## src/hdl/prc_pkg.sv

```systemverilog
// ----------------------------------------------------------------------------
// prc_pkg: shared types and constants of the packet rule classifier
// Item and rule layouts, search result record, codes and the rule match check.
// ----------------------------------------------------------------------------
package prc_pkg;

  localparam int RULE_COUNT_DEF  = 16;
  localparam int CLASS_COUNT_DEF = 16;

  // Item action codes
  localparam logic [1:0] ACT_PACKET   = 2'd0;
  localparam logic [1:0] ACT_RAW      = 2'd1;
  localparam logic [1:0] ACT_RULE_WR  = 2'd2;
  localparam logic [1:0] ACT_CLASS_WR = 2'd3;

  // Rule verdict codes (the two remaining codes mean no action)
  localparam logic [1:0] RV_DROP     = 2'd1;
  localparam logic [1:0] RV_CLASSIFY = 2'd2;

  localparam logic [7:0] PROTO_TCP = 8'd6;
  localparam logic [7:0] PROTO_UDP = 8'd17;

  // Configuration register indexes
  localparam logic [2:0] CFG_MARKING_ON    = 3'd0;
  localparam logic [2:0] CFG_FILTERING_ON  = 3'd1;
  localparam logic [2:0] CFG_DSCP_ON       = 3'd2;
  localparam logic [2:0] CFG_DROP_DEFAULT  = 3'd3;
  localparam logic [2:0] CFG_MARK_MASK     = 3'd4;
  localparam logic [2:0] CFG_FALLBACK_MARK = 3'd5;

  typedef struct packed {
    logic [1:0]  action;
    logic [3:0]  entry_index;
    logic        entry_valid;
    logic [31:0] src_ip;
    logic [31:0] dst_ip;
    logic [7:0]  protocol;
    logic [15:0] sport;
    logic [15:0] dport;
    logic [31:0] mark_value;
    logic [5:0]  dscp_value;
    logic [1:0]  rule_verdict;
    logic [3:0]  class_no;
  } item_t;

  typedef struct packed {
    logic [31:0] src_ip;
    logic [31:0] dst_ip;
    logic [7:0]  protocol;
    logic [15:0] sport;
    logic [15:0] dport;
    logic [1:0]  verdict;
    logic [3:0]  class_no;
  } rule_t;

  // Result of the search so far, handed along the chain with the item
  typedef struct packed {
    logic       found;
    logic [3:0] idx;
    logic [1:0] verdict;
    logic [3:0] cls;
  } hit_t;

  typedef struct packed {
    logic [31:0] mark;
    logic [5:0]  dscp;
  } class_entry_t;

  // Zero in a rule field means any. Ports only count for TCP and UDP; a rule
  // naming a port never matches another protocol.
  function automatic logic rule_match(rule_t r, item_t p);
    logic ok;
    logic l4;
    ok = (r.src_ip == 32'd0 || r.src_ip == p.src_ip) &&
         (r.dst_ip == 32'd0 || r.dst_ip == p.dst_ip) &&
         (r.protocol == 8'd0 || r.protocol == p.protocol);
    l4 = (p.protocol == PROTO_TCP) || (p.protocol == PROTO_UDP);
    if (l4) begin
      ok = ok && (r.sport == 16'd0 || r.sport == p.sport) &&
           (r.dport == 16'd0 || r.dport == p.dport);
    end else begin
      ok = ok && (r.sport == 16'd0) && (r.dport == 16'd0);
    end
    return ok;
  endfunction

endpackage

```

## src/hdl/prc_rule_cell.sv

```systemverilog
// ----------------------------------------------------------------------------
// prc_rule_cell: one rule slot of the search chain
// Holds one rule, takes rule writes addressed to it and checks passing packets.
// ----------------------------------------------------------------------------
module prc_rule_cell #(
  parameter int CELL_INDEX = 0
) (
  input  logic            clk,
  input  logic            rst_n,
  input  logic            adv,
  input  logic            filtering_on,
  input  logic            in_vld,
  input  prc_pkg::item_t  in_item,
  input  prc_pkg::hit_t   in_hit,
  output logic            out_vld,
  output prc_pkg::item_t  out_item,
  output prc_pkg::hit_t   out_hit
);

  logic           vld_r;
  prc_pkg::item_t item_r;
  prc_pkg::hit_t  hit_r;
  prc_pkg::hit_t  hit_nxt;
  logic           present_r;
  prc_pkg::rule_t rule_r;
  logic           wr_here;

  assign wr_here = in_vld && (in_item.action == prc_pkg::ACT_RULE_WR) &&
                   (32'(in_item.entry_index) == 32'(CELL_INDEX));

  // Only the first match counts, so an earlier hit passes through untouched.
  always_comb begin
    hit_nxt = in_hit;
    if ((in_item.action == prc_pkg::ACT_PACKET) && filtering_on && !in_hit.found &&
        present_r && prc_pkg::rule_match(rule_r, in_item)) begin
      hit_nxt.found   = 1'b1;
      hit_nxt.idx     = 4'(CELL_INDEX);
      hit_nxt.verdict = rule_r.verdict;
      hit_nxt.cls     = rule_r.class_no;
    end
  end

  always_ff @(posedge clk) begin
    if (!rst_n) begin
      vld_r     <= 1'b0;
      present_r <= 1'b0;
    end else if (adv) begin
      vld_r <= in_vld;
      if (wr_here) begin
        present_r <= in_item.entry_valid;
      end
    end
  end

  always_ff @(posedge clk) begin
    if (adv) begin
      item_r <= in_item;
      hit_r  <= hit_nxt;
      if (wr_here) begin
        rule_r.src_ip   <= in_item.src_ip;
        rule_r.dst_ip   <= in_item.dst_ip;
        rule_r.protocol <= in_item.protocol;
        rule_r.sport    <= in_item.sport;
        rule_r.dport    <= in_item.dport;
        rule_r.verdict  <= in_item.rule_verdict;
        rule_r.class_no <= in_item.class_no;
      end
    end
  end

  assign out_vld  = vld_r;
  assign out_item = item_r;
  assign out_hit  = hit_r;

endmodule

```

## config.mk

```make
export PLATFORM = sky130hd
export DESIGN_NAME = prc_rule_cell
export DESIGN_NICKNAME = d
export VERILOG_FILES = /design/src/hdl/prc_pkg.sv /design/src/hdl/prc_rule_cell.sv
export SDC_FILE = /design/constraint.sdc
export NUM_CORES = 1
export LEC_CHECK = 0
export CAP_MARGIN = 5
export CORE_MARGIN = 2
export CORE_UTILIZATION = 45
export DETAILED_ROUTE_END_ITERATION = 16
export DONT_BUFFER_PORTS = 1
export GPL_TIMING_DRIVEN = 0
export PLACE_DENSITY = 0.69
export RECOVER_POWER = 100
export SLEW_MARGIN = 20
export SYNTH_ARGS = -nofsm -noshare
export SYNTH_HDL_FRONTEND = slang
export SYNTH_SLANG_ARGS = --single-unit
```

## constraint.sdc

```tcl
create_clock -name clk -period 8.4 [get_ports clk]
set_input_delay 1.26 -clock clk [delete_from_list [all_inputs] [get_ports clk]]
set_output_delay 1.26 -clock clk [all_outputs]
set_load 0.05 [all_outputs]
```

==> summary.md <==
| Metric | Value |
|---|---|
| Final Hold Vio Count | 0 |
| Number of global-route vias before repair | 4,722 |
| Vias per cell | 5.51 |
| Global-route usage over all layers | 16.9% |
| Clock Sinks | 278 |
| Reg-to-reg startpoint | rule_r[54] |
| Hold_buf cts | 0 |
| Diodes inserted | 0 |
| Root buffer cell | clkbuf_16 |
| Post-Syn Area | 9900 µm² |
| Gates resized, CTS repair | 0 |
| Total Wirelength | 20,400 µm |
| Synth Instances | 478 |
| Distinct cells, synth | 23 |
| Worst flop-to-flop path endpoint | out_hit[4] |
| Pin count of the biggest net entering global routing | 169 |
| Syn-to-layout area delta | 13.3% |
| Drt first-iter violations | 276 |
| Post-Place Worst Slack | 4.67 ns |
| Die Ht | 152 µm |
| Post-CTS Setup Bufs | 0 |
| Cells along the critical path | or4_1 -> nor4b_1 -> clkbuf_1 -> clkbuf_1 -> clkbuf_1 -> clkbuf_1 -> clkbuf_1 |
| First-pass DRT Iterations | 4 |
| CTS tree | done |
| Bufs on Longest Clock Path | 3 |
| Worst endpoint required time | 8.56 ns |
| Final Critical Period | 5.30 ns |
| Leak pwr | 3.62 nW |
| Initial Utilization | 45.7% |
| Setup Skew | 0.0319 ns |
| Layout Nets | 688 |
| CP max FO | 14 |
| Mean Syn Cell Area | 20.7 µm² |
| Ports | 338 |
| Worst min path class | register to register |
| Slew margin rel. | 22.0% |
| Worst setup path start | in_item[153] |
| Crit Path Class | input pin to register |
| Global-route wire length before repair | 30,000 µm |
| Slowest cell on the critical path | clkbuf_1 |
| Worst-path clk slew | 0.06 ns |
| R2R setup slack | 5.48 ns |
| Total CTS buffers | 27 |
| DR vias | 4,498 |
| CP Capture Type | register |
| Residual DRC | 0 |
| RSZ-0062 raised after global routing | no |
| Final TNS setup | 0 ns |
| Dpl hpwl | 14,900 µm |
| YS warnings | 0 |
| Routability-driven placement congestion ratio | 0.772 |
| Crit-path most repeated cell | clkbuf_1 |
| Worst Setup EP | rule_r[30] |
| # H-tree levels | 1 |
| Site Rows | 54 |
| Crit path arrival time | 5.46 ns |
| Hold Path Origin | rule_r[2] |
| Period utilisation layout | 63.1% |
| FF+latch count, synth | 278 |
| GR Overflow Total | 0 |
| PD cells | 281 nW/µm² |
| FMAX | 0.189 GHz |
| Die area | 23,200 µm² |
| Final setup fails | 0 |
| Area of the core | 21,700 µm² |
| Startpoint Class | input pin |
| Post-route ant nets | 0 |
| IO buf count | 0 |
| Worst VDD drop | 0.168 mV |
| R2R cell count | 7 |
| Share of cells above drive strength 1 | 8.40% |
| Fin worst setup slack | 3.10 ns |
| Outcome | finished, final reports clean |
| Die X | 152 µm |
| Worst-margin pin slew | 1.15 ns |
| Clk_lat worst skew | 0.54 ns |
| # fillers | 1,679 |
| Initial antenna violation count | 0 |
| Maxcap violations | 0 |
| Max Slew Vio Count | 0 |
| Syn Nets | 649 |
| WL/cell | 25.0 µm |
| Seq/Total Area, Yosys | 84.1% |
| Crit path largest cell delay | 0.65 ns |
[state kept, by name (all words and copies together) (netlist names)]
signal / count
out_vld: 1
out_item: 155
present_r: 1
rule_r: 110
out_hit: 11
[routing by layer]
layer / track usage [%] / part of all wire [%] / vias up
met1: 19.4 / 36 / 2225
li1: - / - / 1979
met2: 29.3 / 52 / 265
met3: 6.97 / 11 / 29
met4: 4.45 / 1.8 / 0
met5: 0 / 0 / -
[cells by family after synthesis]
logic type / after synthesis / share of synthesized area [%]
flip-flops: 278 / 84.1
XOR/XNOR: 104 / 9.20
AND/OR/NAND/NOR: 81 / 5.36
AO/OA/AOI/OAI: 7 / 0.430
multiplexers: 7 / 0.783
buffers and inverters: 1 / 0.114
[synthesized netlist by cell type]
| cell type | count | share of area (%) |
|---|---|---|
| a22oi_1 | 1 | 0.076 |
| nand4_1 | 15 | 0.95 |
| nor4_1 | 51 | 3.2 |
| xnor2_1 | 8 | 0.71 |
| nand2_1 | 2 | 0.076 |
| or4_1 | 1 | 0.076 |
| edfxtp_1 | 276 | 84 |
| dfxtp_1 | 2 | 0.40 |
| buf_6 | 1 | 0.11 |
| and2b_1 | 4 | 0.30 |
| and4b_1 | 1 | 0.10 |
| nor4b_2 | 1 | 0.15 |
| nor2b_1 | 1 | 0.063 |
| xor2_1 | 96 | 8.5 |
| a21boi_0 | 1 | 0.076 |
| nor4b_1 | 1 | 0.088 |
| or2_2 | 1 | 0.063 |
| mux2_2 | 6 | 0.68 |
| mux2i_1 | 1 | 0.10 |
| nand2b_1 | 1 | 0.063 |
| o22ai_1 | 2 | 0.13 |
| o21ai_0 | 3 | 0.15 |
| nor4bb_1 | 2 | 0.20 |
[report_power, final]
part / internal (W) / switching [W] / total (W)
combinational: 0.0000156 / 0.0000125 / 0.0000280
clock: 0.000774 / 0.000487 / 0.00126
sequential: 0.00161 / 0.000256 / 0.00186
[critical path, delay by kind of cell]
family                 cells  cell delay, ns
AND/OR/NAND/NOR            2            1.11
buffers and inverters      5            3.07
[worst min path at each step]
| stage | to | depth (start not counted) | slack [ns] |
|---|---|---|---|
| 2_1_floorplan | present_r | 2 | 0.48 |
| 3_3_place_gp | out_hit[2] | 1 | 0.53 |
| 3_5_place_dp | out_hit[2] | 1 | 0.54 |
| 4_1_cts | out_hit[5] | 1 | 0.55 |
| 5_1_grt | out_hit[2] | 1 | 0.56 |
| 6_report | out_hit[2] | 1 | 0.55 |
[layout make-up]
type / instances / area [µm²] / area share (%)
Multi-Input combinational cell: 199 / 1560 / 13.9
Buffer: 1 / 3.75 / 0.0335
Clock inverter: 18 / 253 / 2.25
Tap cell: 280 / 350 / 3.12
Clock buffer: 30 / 687 / 6.13
Timing Repair Buffer: 10 / 37.5 / 0.335
Sequential cell: 278 / 8330 / 74.3
[layout by cell type (no fill, tap or decap), types with 2 or more instances in the layout]
cell type,count
nand4_1,15
clkinv_2,2
nor4b_1,2
xor2_1,96
o22ai_1,2
edfxtp_1,276
bufinv_16,6
and2b_1,4
nor4bb_1,2
clkbuf_1,14
nand2_1,2
clkbuf_16,27
o21ai_0,3
xnor2_1,8
dfxtp_1,2
nor4_1,51
clkinv_1,7
mux2_2,6
[through the flow]
step | std cells | utilization, % | power, W | area, µm² | hold WS, ns
after floorplan | 478 | - | 0.00190 | 9910 | 0.482
after global placement | 758 | 47.3 | 0.00192 | 10300 | 0.528
after detailed placement | 768 | 47.8 | 0.00192 | 10400 | 0.539
after CTS | 816 | 52.1 | 0.00318 | 11300 | 0.553
after global routing | 816 | 51.7 | 0.00324 | 11200 | 0.564
final | 816 | 51.7 | 0.00315 | 11200 | 0.550
(Power assumes the default switching activity.)
