<file path="src/hdl/prc_pkg.sv">
// ----------------------------------------------------------------------------
// prc_pkg: shared types and constants of the packet rule classifier
// Item and rule layouts, search result record, codes and the rule match check.
// ----------------------------------------------------------------------------
package prc_pkg;

  localparam int RULE_COUNT_DEF  = 16;
  localparam int CLASS_COUNT_DEF = 16;

  // Item action codes
  localparam logic [1:0] ACT_PACKET   = 2'd0;
  localparam logic [1:0] ACT_RAW      = 2'd1;
  localparam logic [1:0] ACT_RULE_WR  = 2'd2;
  localparam logic [1:0] ACT_CLASS_WR = 2'd3;

  // Rule verdict codes (the two remaining codes mean no action)
  localparam logic [1:0] RV_DROP     = 2'd1;
  localparam logic [1:0] RV_CLASSIFY = 2'd2;

  localparam logic [7:0] PROTO_TCP = 8'd6;
  localparam logic [7:0] PROTO_UDP = 8'd17;

  // Configuration register indexes
  localparam logic [2:0] CFG_MARKING_ON    = 3'd0;
  localparam logic [2:0] CFG_FILTERING_ON  = 3'd1;
  localparam logic [2:0] CFG_DSCP_ON       = 3'd2;
  localparam logic [2:0] CFG_DROP_DEFAULT  = 3'd3;
  localparam logic [2:0] CFG_MARK_MASK     = 3'd4;
  localparam logic [2:0] CFG_FALLBACK_MARK = 3'd5;

  typedef struct packed {
    logic [1:0]  action;
    logic [3:0]  entry_index;
    logic        entry_valid;
    logic [31:0] src_ip;
    logic [31:0] dst_ip;
    logic [7:0]  protocol;
    logic [15:0] sport;
    logic [15:0] dport;
    logic [31:0] mark_value;
    logic [5:0]  dscp_value;
    logic [1:0]  rule_verdict;
    logic [3:0]  class_no;
  } item_t;

  typedef struct packed {
    logic [31:0] src_ip;
    logic [31:0] dst_ip;
    logic [7:0]  protocol;
    logic [15:0] sport;
    logic [15:0] dport;
    logic [1:0]  verdict;
    logic [3:0]  class_no;
  } rule_t;

  // Result of the search so far, handed along the chain with the item
  typedef struct packed {
    logic       found;
    logic [3:0] idx;
    logic [1:0] verdict;
    logic [3:0] cls;
  } hit_t;

  typedef struct packed {
    logic [31:0] mark;
    logic [5:0]  dscp;
  } class_entry_t;

  // Zero in a rule field means any. Ports only count for TCP and UDP; a rule
  // naming a port never matches another protocol.
  function automatic logic rule_match(rule_t r, item_t p);
    logic ok;
    logic l4;
    ok = (r.src_ip == 32'd0 || r.src_ip == p.src_ip) &&
         (r.dst_ip == 32'd0 || r.dst_ip == p.dst_ip) &&
         (r.protocol == 8'd0 || r.protocol == p.protocol);
    l4 = (p.protocol == PROTO_TCP) || (p.protocol == PROTO_UDP);
    if (l4) begin
      ok = ok && (r.sport == 16'd0 || r.sport == p.sport) &&
           (r.dport == 16'd0 || r.dport == p.dport);
    end else begin
      ok = ok && (r.sport == 16'd0) && (r.dport == 16'd0);
    end
    return ok;
  endfunction

endpackage

</file>
<file path="src/hdl/prc_class_stage.sv">
// ----------------------------------------------------------------------------
// prc_class_stage: class table stage at the end of the rule chain
// Applies class writes and looks up the class of the matched rule.
// ----------------------------------------------------------------------------
module prc_class_stage #(
  parameter int CLASS_COUNT = prc_pkg::CLASS_COUNT_DEF
) (
  input  logic                  clk,
  input  logic                  rst_n,
  input  logic                  adv,
  input  logic                  in_vld,
  input  prc_pkg::item_t        in_item,
  input  prc_pkg::hit_t         in_hit,
  output logic                  out_vld,
  output prc_pkg::item_t        out_item,
  output prc_pkg::hit_t         out_hit,
  output prc_pkg::class_entry_t out_cls,
  output logic                  out_cls_ok
);

  localparam int CLS_AW = (CLASS_COUNT > 1) ? $clog2(CLASS_COUNT) : 1;

  prc_pkg::class_entry_t cls_mem_r [CLASS_COUNT];
  logic [CLASS_COUNT-1:0] present_r;
  logic                  vld_r;
  prc_pkg::item_t        item_r;
  prc_pkg::hit_t         hit_r;
  prc_pkg::class_entry_t rd_r;
  logic                  cls_ok_r;
  logic [CLS_AW-1:0]     wr_addr;
  logic [CLS_AW-1:0]     rd_addr;
  logic                  wr_en;
  logic                  rd_in_range;
  prc_pkg::class_entry_t wr_data;

  assign wr_addr     = CLS_AW'(in_item.entry_index);
  assign rd_addr     = CLS_AW'(in_hit.cls);
  assign rd_in_range = 32'(in_hit.cls) < 32'(CLASS_COUNT);
  assign wr_en       = adv && in_vld && (in_item.action == prc_pkg::ACT_CLASS_WR) &&
                       (32'(in_item.entry_index) < 32'(CLASS_COUNT));
  assign wr_data.mark = in_item.mark_value;
  assign wr_data.dscp = in_item.dscp_value;

  // Class memory: one write port, one registered read port.
  always_ff @(posedge clk) begin
    if (wr_en) begin
      cls_mem_r[wr_addr] <= wr_data;
    end
    if (adv && rd_in_range) begin
      rd_r <= cls_mem_r[rd_addr];
    end
  end

  always_ff @(posedge clk) begin
    if (!rst_n) begin
      present_r <= '0;
      vld_r     <= 1'b0;
    end else if (adv) begin
      vld_r <= in_vld;
      if (wr_en) begin
        present_r[wr_addr] <= in_item.entry_valid;
      end
    end
  end

  always_ff @(posedge clk) begin
    if (adv) begin
      item_r   <= in_item;
      hit_r    <= in_hit;
      cls_ok_r <= rd_in_range && present_r[rd_addr];
    end
  end

  assign out_vld    = vld_r;
  assign out_item   = item_r;
  assign out_hit    = hit_r;
  assign out_cls    = rd_r;
  assign out_cls_ok = cls_ok_r;

endmodule

</file>
<file path="config.mk">
export PLATFORM = sky130hd
export DESIGN_NAME = prc_class_stage
export DESIGN_NICKNAME = d
export VERILOG_FILES = /design/src/hdl/prc_pkg.sv /design/src/hdl/prc_class_stage.sv
export SDC_FILE = /design/constraint.sdc
export NUM_CORES = 1
export LEC_CHECK = 0
export BUFFER_PORTS_ARGS = -buffer_cell sky130_fd_sc_hd__buf_4
export CAP_MARGIN = 20
export CORE_MARGIN = 2
export CORE_UTILIZATION = 35
export CTS_BUF_LIST = sky130_fd_sc_hd__clkbuf_4
export CTS_CLUSTER_SIZE = 14
export DETAILED_ROUTE_END_ITERATION = 10
export HOLD_SLACK_MARGIN = 0.02
export PLACE_DENSITY = 0.55
export SLEW_MARGIN = 15
export SYNTH_ARGS = -nofsm -noshare
export SYNTH_HDL_FRONTEND = slang
export SYNTH_SLANG_ARGS = --single-unit
</file>
<file path="constraint.sdc">
create_clock -name clk -period 6.5 [get_ports clk]
set_input_delay 0.975 -clock clk [delete_from_list [all_inputs] [get_ports clk]]
set_output_delay 0.975 -clock clk [all_outputs]
set_load 0.02 [all_outputs]
</file>
==> results.ini, run 1 <==
[clock_tree]
cts_tree = built
clock_tree.buffer_depth = 3
clkSlewWorstSetupHoldPaths_ps = 60
ctsResizeCount = 0
cts_buffers = 214
root_buffer = clkbuf_4
h-tree-depth = 4
clock_sinks = 830
worstSkewPairLatency_ps = 1080

[worst_setup_path]
end_kind = flip-flop
critPathMaxFanout = 22
critical-path-top-delay-family = buffers and inverters
cpMostUsedCell = buf_4
crit_slowest_cell = nor2_4
critPathBufInv = 4
cpPeakStageDelay_ps = 780
crit_type = input pin to flip-flop
required_ps = 7210
crit_chain = dlygate4sd3_1 > buf_4 > and4_1 > buf_4 > nand2_1 > nor2_4 > buf_4
cp-start-kind = input pin
worst_ep_arrival_time_ps = 3600

[synth]
synthCells = 1259
syn_area_sq_um = 29900
ys_top_cells_by_count = edfxtp_1 (813), mux4_2 (156), a22oi_1 (78)
netlist_top_cells_area = edfxtp_1 (82%), mux4_2 (12%), a22oi_1 (2.0%)
yosysUniqueCellTypes = 24
synth-edff-count = 813
ys.flop_type = edfxtp_1
syn_nets = 1429
yosysTopAreaCellShare = 0.818
synth-async-reset-ratio = 0
syn_avg_cell_area_sq_um = 23.7
yosysSeqAreaShare = 0.829
post-synth-top-area-cell = edfxtp_1
ys_seq_elements = 830
ys_warn_count = 0
synth.most_common_cell = edfxtp_1

[finish]
area_delta_synth_final_pct = 27.6
final_nets = 2108
drive_above_1_share = 0.439
fillerInstances = 7372
final_cell_area_sq_um = 38100

[placement]
placed_cell_area_sq_um = 34200
numPortBuffers = 375
place_congestion = 0.722
dp_hpwl_microns = 40800

[grt]
grt_pass1_vias = 17000
grt_usage = 0.171
grt_pass1_wl_microns = 109000
grt_max_degree = 83
grt-ovfl-total = 0
antenna_found_initial = 3

[sta]
final.period_utilization = 0.445
drv_slew = 0
worstMarginPinSlew_ps = 1020
fin_skew_ps = 85.9
rsz0062_at_grt = no
fin_setup_tns_ps = 0
fin_crit_ps = 2890
relSlewSlack = 0.321
setup_violations = 0
hold_viol_final = 0
max_freq_mhz = 346

[floorplanning]
start_util = 0.352
die_y_microns = 296
dieArea_sq_um = 87700
fp-row-count = 107
coreArea_sq_um = 84900
die_x_microns = 296
io_pins = 376

[routing]
drtIter0Drc = 929
drt_pass1_iterations = 5
vias = 15700
routed_wl_microns = 74800
ant_nets = 0
viasPerCell = 4.83
wire_per_inst_microns = 23.1
drc_errors = 0

[min_path]
min_path_type = input pin to flip-flop

[pwr]
intPower_uw = 8610
swShare = 0.233
p_total_uw = 11200
powerDensity_nw_per_um2 = 295
p_seq_frac = 0.539
p_leak_uw = 0.0131
clockPowerShare = 0.390
switchingPower_uw = 2620
p_comb_frac = 0.071
irDropWorstVdd_uv = 157

[job]
cap_violations = 0

[status]
status = complete, no violations

-- kinds of logic (layout without fill, tap and decap cells) --
| logic type | after synthesis | after routing | share of synthesized area |
|---|---|---|---|
| mux | 157 | 157 | 0.118 |
| compound gates | 110 | 110 | 0.0266 |
| flops | 830 | 830 | 0.829 |
| other cells | 0 | 2 | 0 |
| simple gates | 97 | 97 | 0.0149 |
| buf+inv | 65 | 904 | 0.0114 |
-- layer usage --
layer | global-route usage | share of wire
met2 | 0.301 | 0.52
met4 | 0.0604 | 0.017
met3 | 0.0430 | 0.061
met5 | 0 | 0.00016
met1 | 0.202 | 0.40
-- what timing repair did --
item	4_1_cts	5_1_grt
hold endpoints to repair	122	0
hold buffers	122	0
buffers inserted	0	0
-- layout by cell type (no fill, tap or decap), types with 4 or more instances in the layout --
cell | synthesis | layout
edfxtp_1 | 813 | 813
buf_4 | 8 | 399
clkbuf_4 | 0 | 318
mux4_2 | 156 | 156
dlygate4sd3_1 | 0 | 122
a22oi_1 | 78 | 78
nand2_1 | 46 | 46
clkinv_1 | 1 | 38
nand4_1 | 17 | 17
dfxtp_1 | 17 | 17
nor2_4 | 0 | 16
a21oi_1 | 16 | 16
o31ai_1 | 9 | 9
o41ai_1 | 6 | 6
clkinv_2 | 0 | 6
inv_6 | 0 | 5
nand2b_1 | 4 | 4
nor2b_1 | 6 | 4
-- state kept, by name (all words and copies together), names as in the netlist --
signal      count
out_vld         1
cls_mem_r     608
out_item      155
out_cls_ok      1
present_r      16
out_cls        38
out_hit        11
-- worst register-to-register path, cell delays in order, from the launching register on --
cell	delay (ps)
edfxtp_1	380
mux4_2	470
a22oi_1	370
nand2_1	110
-- area by class of cell --
class	instances	area, sq um	share of cell area
Antenna cell	2	5.00	0.000131
Multi-Input combinational cell	364	4900	0.129
Clock inverter	58	312	0.00818
Tap cell	1144	1430	0.0376
Sequential cell	830	24800	0.650
Timing Repair Buffer	526	4300	0.113
Inverter	2	7.51	0.000197
Clock buffer	318	2390	0.0627
-- power groups by stage --
stage / Combinational [uW] / Clock (uW) / Sequential (uW)
after global placement: 745 / 0 / 6160
after global routing: 853 / 4820 / 6060
after detailed placement: 753 / 0 / 6170
final: 798 / 4380 / 6050
after floorplan: 202 / 0 / 6290
after CTS: 815 / 4560 / 6050
-- through the flow --
stage	worst slack, ps	hold slack (ps)	utilization	instances
detailed placement	2830	460	0.403	2744
CTS	3570	31.4	0.449	3242
global placement	2890	450	0.403	2744
finish	3610	193	0.449	3244
floorplan	1850	439	-	1259
global route	3560	78.2	0.449	3244
-- worst paths after layout --
| check | to | slack, ps | startpoint | cells past startpoint |
|---|---|---|---|---|
| min reg2reg | present_r[10] | 470 | present_r[10] | 2 |
| max | cls_mem_r[12][13] | 3610 | in_vld | 7 |
| min | out_hit[3] | 190 | in_hit[3] | 1 |
| max reg2reg | out_cls[26] | 4920 | cls_mem_r[0][26] | 3 |
No activity file was read; power rests on OpenSTA's default activity.
==> inputs of run 2 (changes only) <==
clock period = 3 ns   (was 6.5 ns; I/O delays follow)
==> run 2 against run 1 <==
Clock-buffer cell count fell by 12. Critical path type is now flip-flop to output port. Critical path depth fell by 6. Largest cell class unchanged. Clock power up 120%. Sequential power up 120%. Routed wire length grew 2.0%. Utilization rose by 2.0 points. First-iteration DRC count up 9.4%.
==> results.ini, run 2 (same netlist as run 1, synthesis figures left out) <==
[grt]
grt-ovfl-total = 0  ; unchanged
grt_pass1_wl_microns = 110000  ; was 109000 microns
grt_pass1_vias = 17800  ; was 17000
grt_usage = 0.173  ; was 0.171
grt_max_degree = 76  ; was 83
antenna_found_initial = 4  ; was 3

[worst_setup_path]
critPathMaxFanout = 1  ; was 22
crit_type = flip-flop to output port  ; was input pin to flip-flop
worst_ep_arrival_time_ps = 1800  ; was 3600 ps
crit_slowest_cell = edfxtp_1  ; was nor2_4
critPathBufInv = 1  ; was 4
r2r-start = out_vld  ; was cls_mem_r[0][26]
ff2ff_setup_slack_ps = 1270  ; was 4920 ps
crit_chain = buf_4  ; was dlygate4sd3_1 > buf_4 > and4_1 > buf_4 > nand2_1 > nor2_4 > buf_4
cp-start-kind = flip-flop  ; was input pin
end_kind = output port  ; was flip-flop
required_ps = 2550  ; was 7210 ps
r2r_end = out_vld  ; was out_cls[26]
reg2reg_depth = 4  ; was 3
path_depth = 1  ; was 7
cpPeakStageDelay_ps = 520  ; was 780 ps
critical-path-top-delay-family = flip-flops  ; was buffers and inverters

[pwr]
p_seq_frac = 0.535  ; was 0.539
swShare = 0.228  ; was 0.233
irDropWorstVdd_uv = 332  ; was 157 uV
clockPowerShare = 0.388  ; was 0.390
p_leak_uw = 0.0139  ; was 0.0131 uW
intPower_uw = 18900  ; was 8610 uW
powerDensity_nw_per_um2 = 615  ; was 295 nW/um^2
p_total_uw = 24500  ; was 11200 uW
switchingPower_uw = 5600  ; was 2620 uW
p_comb_frac = 0.077  ; was 0.071

[placement]
dp_hpwl_microns = 41800  ; was 40800 microns
numPortBuffers = 375  ; unchanged
dp_cells = 2769  ; was 2744
place_congestion = 0.719  ; was 0.722
dp_slack_ps = 545  ; was 2830 ps

[sta]
holdWs_ps = 161  ; was 193 ps
timing.final.ws_setup_ps = 745  ; was 3610 ps
fin_crit_ps = 2250
fin_skew_ps = 46.1  ; was 85.9 ps
max_freq_mhz = 444
fin_setup_tns_ps = 0  ; unchanged
worstMarginPinSlew_ps = 928  ; was 1020 ps
relSlewSlack = 0.382  ; was 0.321
hold_viol_final = 0  ; unchanged
setup_violations = 0  ; unchanged
drv_slew = 0  ; unchanged
final.period_utilization = 0.752
rsz0062_at_grt = no  ; unchanged

[finish]
mostFrequentLayoutCells = edfxtp_1 (813), buf_4 (396), clkbuf_4 (306)  ; was edfxtp_1 (813), buf_4 (399), clkbuf_4 (318)
final_nets = 2251  ; was 2108
area_delta_synth_final_pct = 33.4  ; was 27.6%
largest_reg_flops = 608  ; unchanged
regMostFlops = cls_mem_r  ; unchanged
final_common_cell = edfxtp_1  ; unchanged
final_cells = 3385  ; was 3244
drive_above_1_share = 0.418  ; was 0.439

[floorplanning]
dieArea_sq_um = 87700  ; unchanged
start_util = 0.352  ; unchanged
die_y_microns = 296  ; unchanged
die_x_microns = 296  ; unchanged
io_pins = 376  ; unchanged
fp-row-count = 107  ; unchanged
coreArea_sq_um = 84900  ; unchanged

[clock_tree]
clkSlewWorstSetupHoldPaths_ps = 70  ; was 60 ps
cts_buffers = 212  ; was 214
worstSkewPairLatency_ps = 1060  ; was 1080 ps
clock_sinks = 830  ; unchanged
cts_tree = built  ; unchanged
clock_tree.buffer_depth = 3  ; unchanged
root_buffer = clkbuf_4  ; unchanged
cts_setup_buffers = 0  ; unchanged
h-tree-depth = 4  ; unchanged

[status]
status = complete, no violations  ; unchanged

[routing]
ant_nets = 0  ; unchanged
viasPerCell = 4.83  ; about the same
dr.max_layer_used = met4  ; was met5
wl_met2_microns = 38700  ; was 39100 microns
routed_wl_microns = 76300  ; was 74800 microns
dr_wl_met3_microns = 5610  ; was 4600 microns
m1WireLength_microns = 30500  ; was 29800 microns
wire_per_inst_microns = 22.5  ; was 23.1 microns
drtIter0Drc = 1016  ; was 929
drt_pass1_iterations = 5  ; unchanged
drc_errors = 0  ; unchanged
vias = 16400  ; was 15700

[min_path]
min_path_type = input pin to flip-flop  ; unchanged
hold_depth = 2  ; was 1
hold_end = out_item[134]  ; was out_hit[3]
min_from = in_item[134]  ; was in_hit[3]

[job]
cap_violations = 0  ; unchanged

==> run 2: cell types whose count changed in the layout (fill, tap and decap cells not counted), sizes merged, moves of 4 or more <==
cell,previous run,this run
inv,9,4
clkbuf,318,306
buf,404,429
dlygate4sd3,122,242
clkinv,48,57
bufinv,0,4
==> run 2: what timing repair did <==
item                      CTS  global route
hold endpoints to repair  944             0
hold buffers              242             0
resized for setup           0             0
==> run 2: worst max path at each step <==
stage	startpoint	endpoint	slack, ps
6_report	out_item[27]	out_item[27]	750
5_1_grt	out_item[27]	out_item[27]	630
4_1_cts	out_item[27]	out_item[27]	590
3_5_place_dp	adv	cls_mem_r[4][27]	550
3_3_place_gp	adv	cls_mem_r[4][20]	550
2_1_floorplan	in_item[151]	cls_mem_r[5][0]	-180
==> run 2: power groups by stage <==
stage | sequential (uW) | clock (uW) | combinational (uW)
final | 13100 | 9510 | 1900
after global routing | 13100 | 10500 | 2020
after CTS | 13100 | 9880 | 1920
after detailed placement | 13400 | 0 | 1660
after global placement | 13400 | 0 | 1640
after floorplan | 13600 | 0 | 440
==> run 2: routing by layer <==
layer | up-vias | track usage
met2 | 682 | 0.296
met5 | - | 0
met4 | 0 | 0.0642
met1 | 8408 | 0.211
met3 | 109 | 0.0468
li1 | 7157 | -
==> run 2: layout make-up <==
class | count | area, sq um
fillers | 7205 | 45000
flip-flops and latches | 830 | 24800
repair buffers | 671 | 6040
multi-input cells | 364 | 4910
clock buffers | 306 | 2300
well taps | 1144 | 1430
clock inverters | 64 | 388
diodes | 4 | 10.0
inverters | 2 | 7.51
==> run 2: worst reg2reg max path: cells and delay by family (launching register included) <==
kind	cells	cell delay [ps]
simple gates	1	40
flops	1	330
buf+inv	2	1140
mux	1	120
==> run 2: metrics by stage <==
| step | cell area, sq um | utilization |
|---|---|---|
| final | 39800 | 0.469 |
| after global routing | 39800 | 0.469 |
| after CTS | 39800 | 0.469 |
| after detailed placement | 34700 | 0.409 |
| after global placement | 34700 | 0.409 |
| after floorplan | 29900 | - |
==> inputs of run 3 (changes only) <==
clock period = 2.09 ns   (was 3 ns; I/O delays follow)
==> run 3 against run 2 <==
Register-to-register slack got worse by 700 ps. Worst setup slack got worse by 710 ps. Cell area rose by 4.1%. Critical endpoint unchanged. Largest power group unchanged.
==> results.ini, run 3 (same netlist as run 1, synthesis figures left out) <==
[placement]
placed_cell_area_sq_um = 35200  ; was 34700 sq um
numPortBuffers = 375  ; unchanged
place_congestion = 0.761  ; was 0.719
dp_slack_ps = 46.4  ; was 545 ps
dp_cells = 2797  ; was 2769
dp_hpwl_microns = 43600  ; was 41800 microns

[sta]
worstMarginPinSlew_ps = 683  ; was 928 ps
rsz0062_at_grt = yes  ; was no
relSlewSlack = 0.543  ; was 0.382
fin_crit_ps = 2060
drv_slew = 0  ; unchanged
final.period_utilization = 0.985
hold_viol_final = 0  ; unchanged
max_freq_mhz = 486
holdWs_ps = 171  ; was 161 ps
timing.final.ws_setup_ps = 31.7  ; was 745 ps
fin_skew_ps = 67.7  ; was 46.1 ps
setup_violations = 0  ; unchanged

[clock_tree]
root_buffer = clkbuf_4  ; unchanged
h-tree-depth = 4  ; unchanged
cts_buffers = 216  ; was 212
clock_sinks = 830  ; unchanged
cts_setup_buffers = 0  ; unchanged
clkSlewWorstSetupHoldPaths_ps = 70  ; about the same
worstSkewPairLatency_ps = 1070  ; was 1060 ps
clock_tree.buffer_depth = 3  ; unchanged
cts_tree = built  ; unchanged

[min_path]
min_path_type = input pin to flip-flop  ; unchanged
hold_depth = 2  ; unchanged
hold_end = out_item[25]  ; was out_item[134]
min_from = in_item[25]  ; was in_item[134]

[finish]
mostFrequentLayoutCells = edfxtp_1 (813), buf_4 (373), dlygate4sd3_1 (345)  ; was edfxtp_1 (813), buf_4 (396), clkbuf_4 (306)
regMostFlops = cls_mem_r  ; unchanged
drive_above_1_share = 0.411  ; was 0.418
area_delta_synth_final_pct = 38.9  ; was 33.4%
final_cells = 3523  ; was 3385
final_nets = 2386  ; was 2251
final_cell_area_sq_um = 41500  ; was 39800 sq um
largest_reg_flops = 608  ; unchanged
final_common_cell = edfxtp_1  ; unchanged

[routing]
drc_errors = 0  ; unchanged
routed_wl_microns = 80700  ; was 76300 microns
drt_pass1_iterations = 5  ; unchanged
vias = 17100  ; was 16400
viasPerCell = 4.86  ; was 4.83
drtIter0Drc = 1165  ; was 1016
ant_nets = 0  ; unchanged
wire_per_inst_microns = 22.9  ; was 22.5 microns

[worst_setup_path]
required_ps = 1780  ; was 2550 ps
critical-path-top-delay-family = flip-flops  ; unchanged
cpPeakStageDelay_ps = 510  ; was 520 ps
startpoint = out_item[27]  ; unchanged
crit_slowest_cell = edfxtp_1  ; unchanged
r2r_end = out_cls[14]  ; was out_vld
worst_ep_arrival_time_ps = 1740  ; was 1800 ps
crit_type = flip-flop to output port  ; unchanged
ff2ff_setup_slack_ps = 570  ; was 1270 ps
end_kind = output port  ; unchanged
critPathBufInv = 1  ; unchanged
cp-start-kind = flip-flop  ; unchanged
crit_chain = buf_6  ; was buf_4
reg2reg_depth = 3  ; was 4
critPathMaxFanout = 1  ; unchanged
r2r-start = cls_mem_r[3][14]  ; was out_vld

[pwr]
intPower_uw = 27400  ; was 18900 uW
swShare = 0.231  ; was 0.228
p_seq_frac = 0.529  ; was 0.535
switchingPower_uw = 8220  ; was 5600 uW
clockPowerShare = 0.388  ; about the same
p_leak_uw = 0.0146  ; was 0.0139 uW
p_comb_frac = 0.083  ; was 0.077
powerDensity_nw_per_um2 = 859  ; was 615 nW/um^2
irDropWorstVdd_uv = 476  ; was 332 uV

[floorplanning]
coreArea_sq_um = 84900  ; unchanged
fp-row-count = 107  ; unchanged
start_util = 0.352  ; unchanged
io_pins = 376  ; unchanged
dieArea_sq_um = 87700  ; unchanged
die_x_microns = 296  ; unchanged
die_y_microns = 296  ; unchanged

[status]
status = complete, no violations  ; unchanged

[grt]
antenna_found_initial = 3  ; was 4
grt_pass1_wl_microns = 117000  ; was 110000 microns
grt_max_degree = 94  ; was 76
grt-ovfl-total = 0  ; unchanged
grt_usage = 0.184  ; was 0.173
grt_pass1_vias = 18700  ; was 17800

[job]
cap_violations = 0  ; unchanged

==> run 3: metal layers <==
metal,global-route usage,wire [microns]
met2,0.301,39700
met5,0,0
met1,0.234,33500
met3,0.0453,5350
met4,0.0763,2140
==> run 3: worst max path at each step <==
stage | slack [ps] | to | cells after the start
global placement | 20 | out_cls[22] | 6
CTS | -150 | out_cls[36] | 1
finish | 30 | out_item[27] | 1
global route | -110 | out_cls[36] | 1
floorplan | -390 | cls_mem_r[10][0] | 4
detailed placement | 50 | out_cls[22] | 6
==> run 3: power by group through the flow <==
stage / combinational [uW] / clock (uW) / sequential, uW
after floorplan: 640 / 0 / 19600
after global placement: 2400 / 0 / 19200
after detailed placement: 2420 / 0 / 19200
after CTS: 2980 / 14300 / 18800
after global routing: 3160 / 15200 / 18900
final: 2970 / 13800 / 18800
==> run 3: repair_timing <==
item,CTS,global route
endpoints found under the hold margin,1061,0
gates resized for setup,33,0
gates cloned,0,0
hold buffers,345,0
endpoints found under the setup margin,33,8
==> run 3: metrics by stage <==
step | utilization | TNS, ps | power, uW
2_1_floorplan | - | -125080 | 20200
3_3_place_gp | 0.414 | 0 | 21600
5_1_grt | 0.489 | -566 | 37200
6_report | 0.489 | 0 | 35600
3_5_place_dp | 0.414 | 0 | 21600
4_1_cts | 0.489 | -1260 | 36100
==> run 3: final cells by class <==
type / count / area (sq um)
clock buffer: 320 / 2400
inverter: 2 / 7.51
antenna: 4 / 10.0
sequential: 830 / 24800
fill: 6986 / 43400
multi-input combinational: 364 / 4920
timing repair buffer: 802 / 7630
clock inverter: 57 / 328
tap: 1144 / 1430
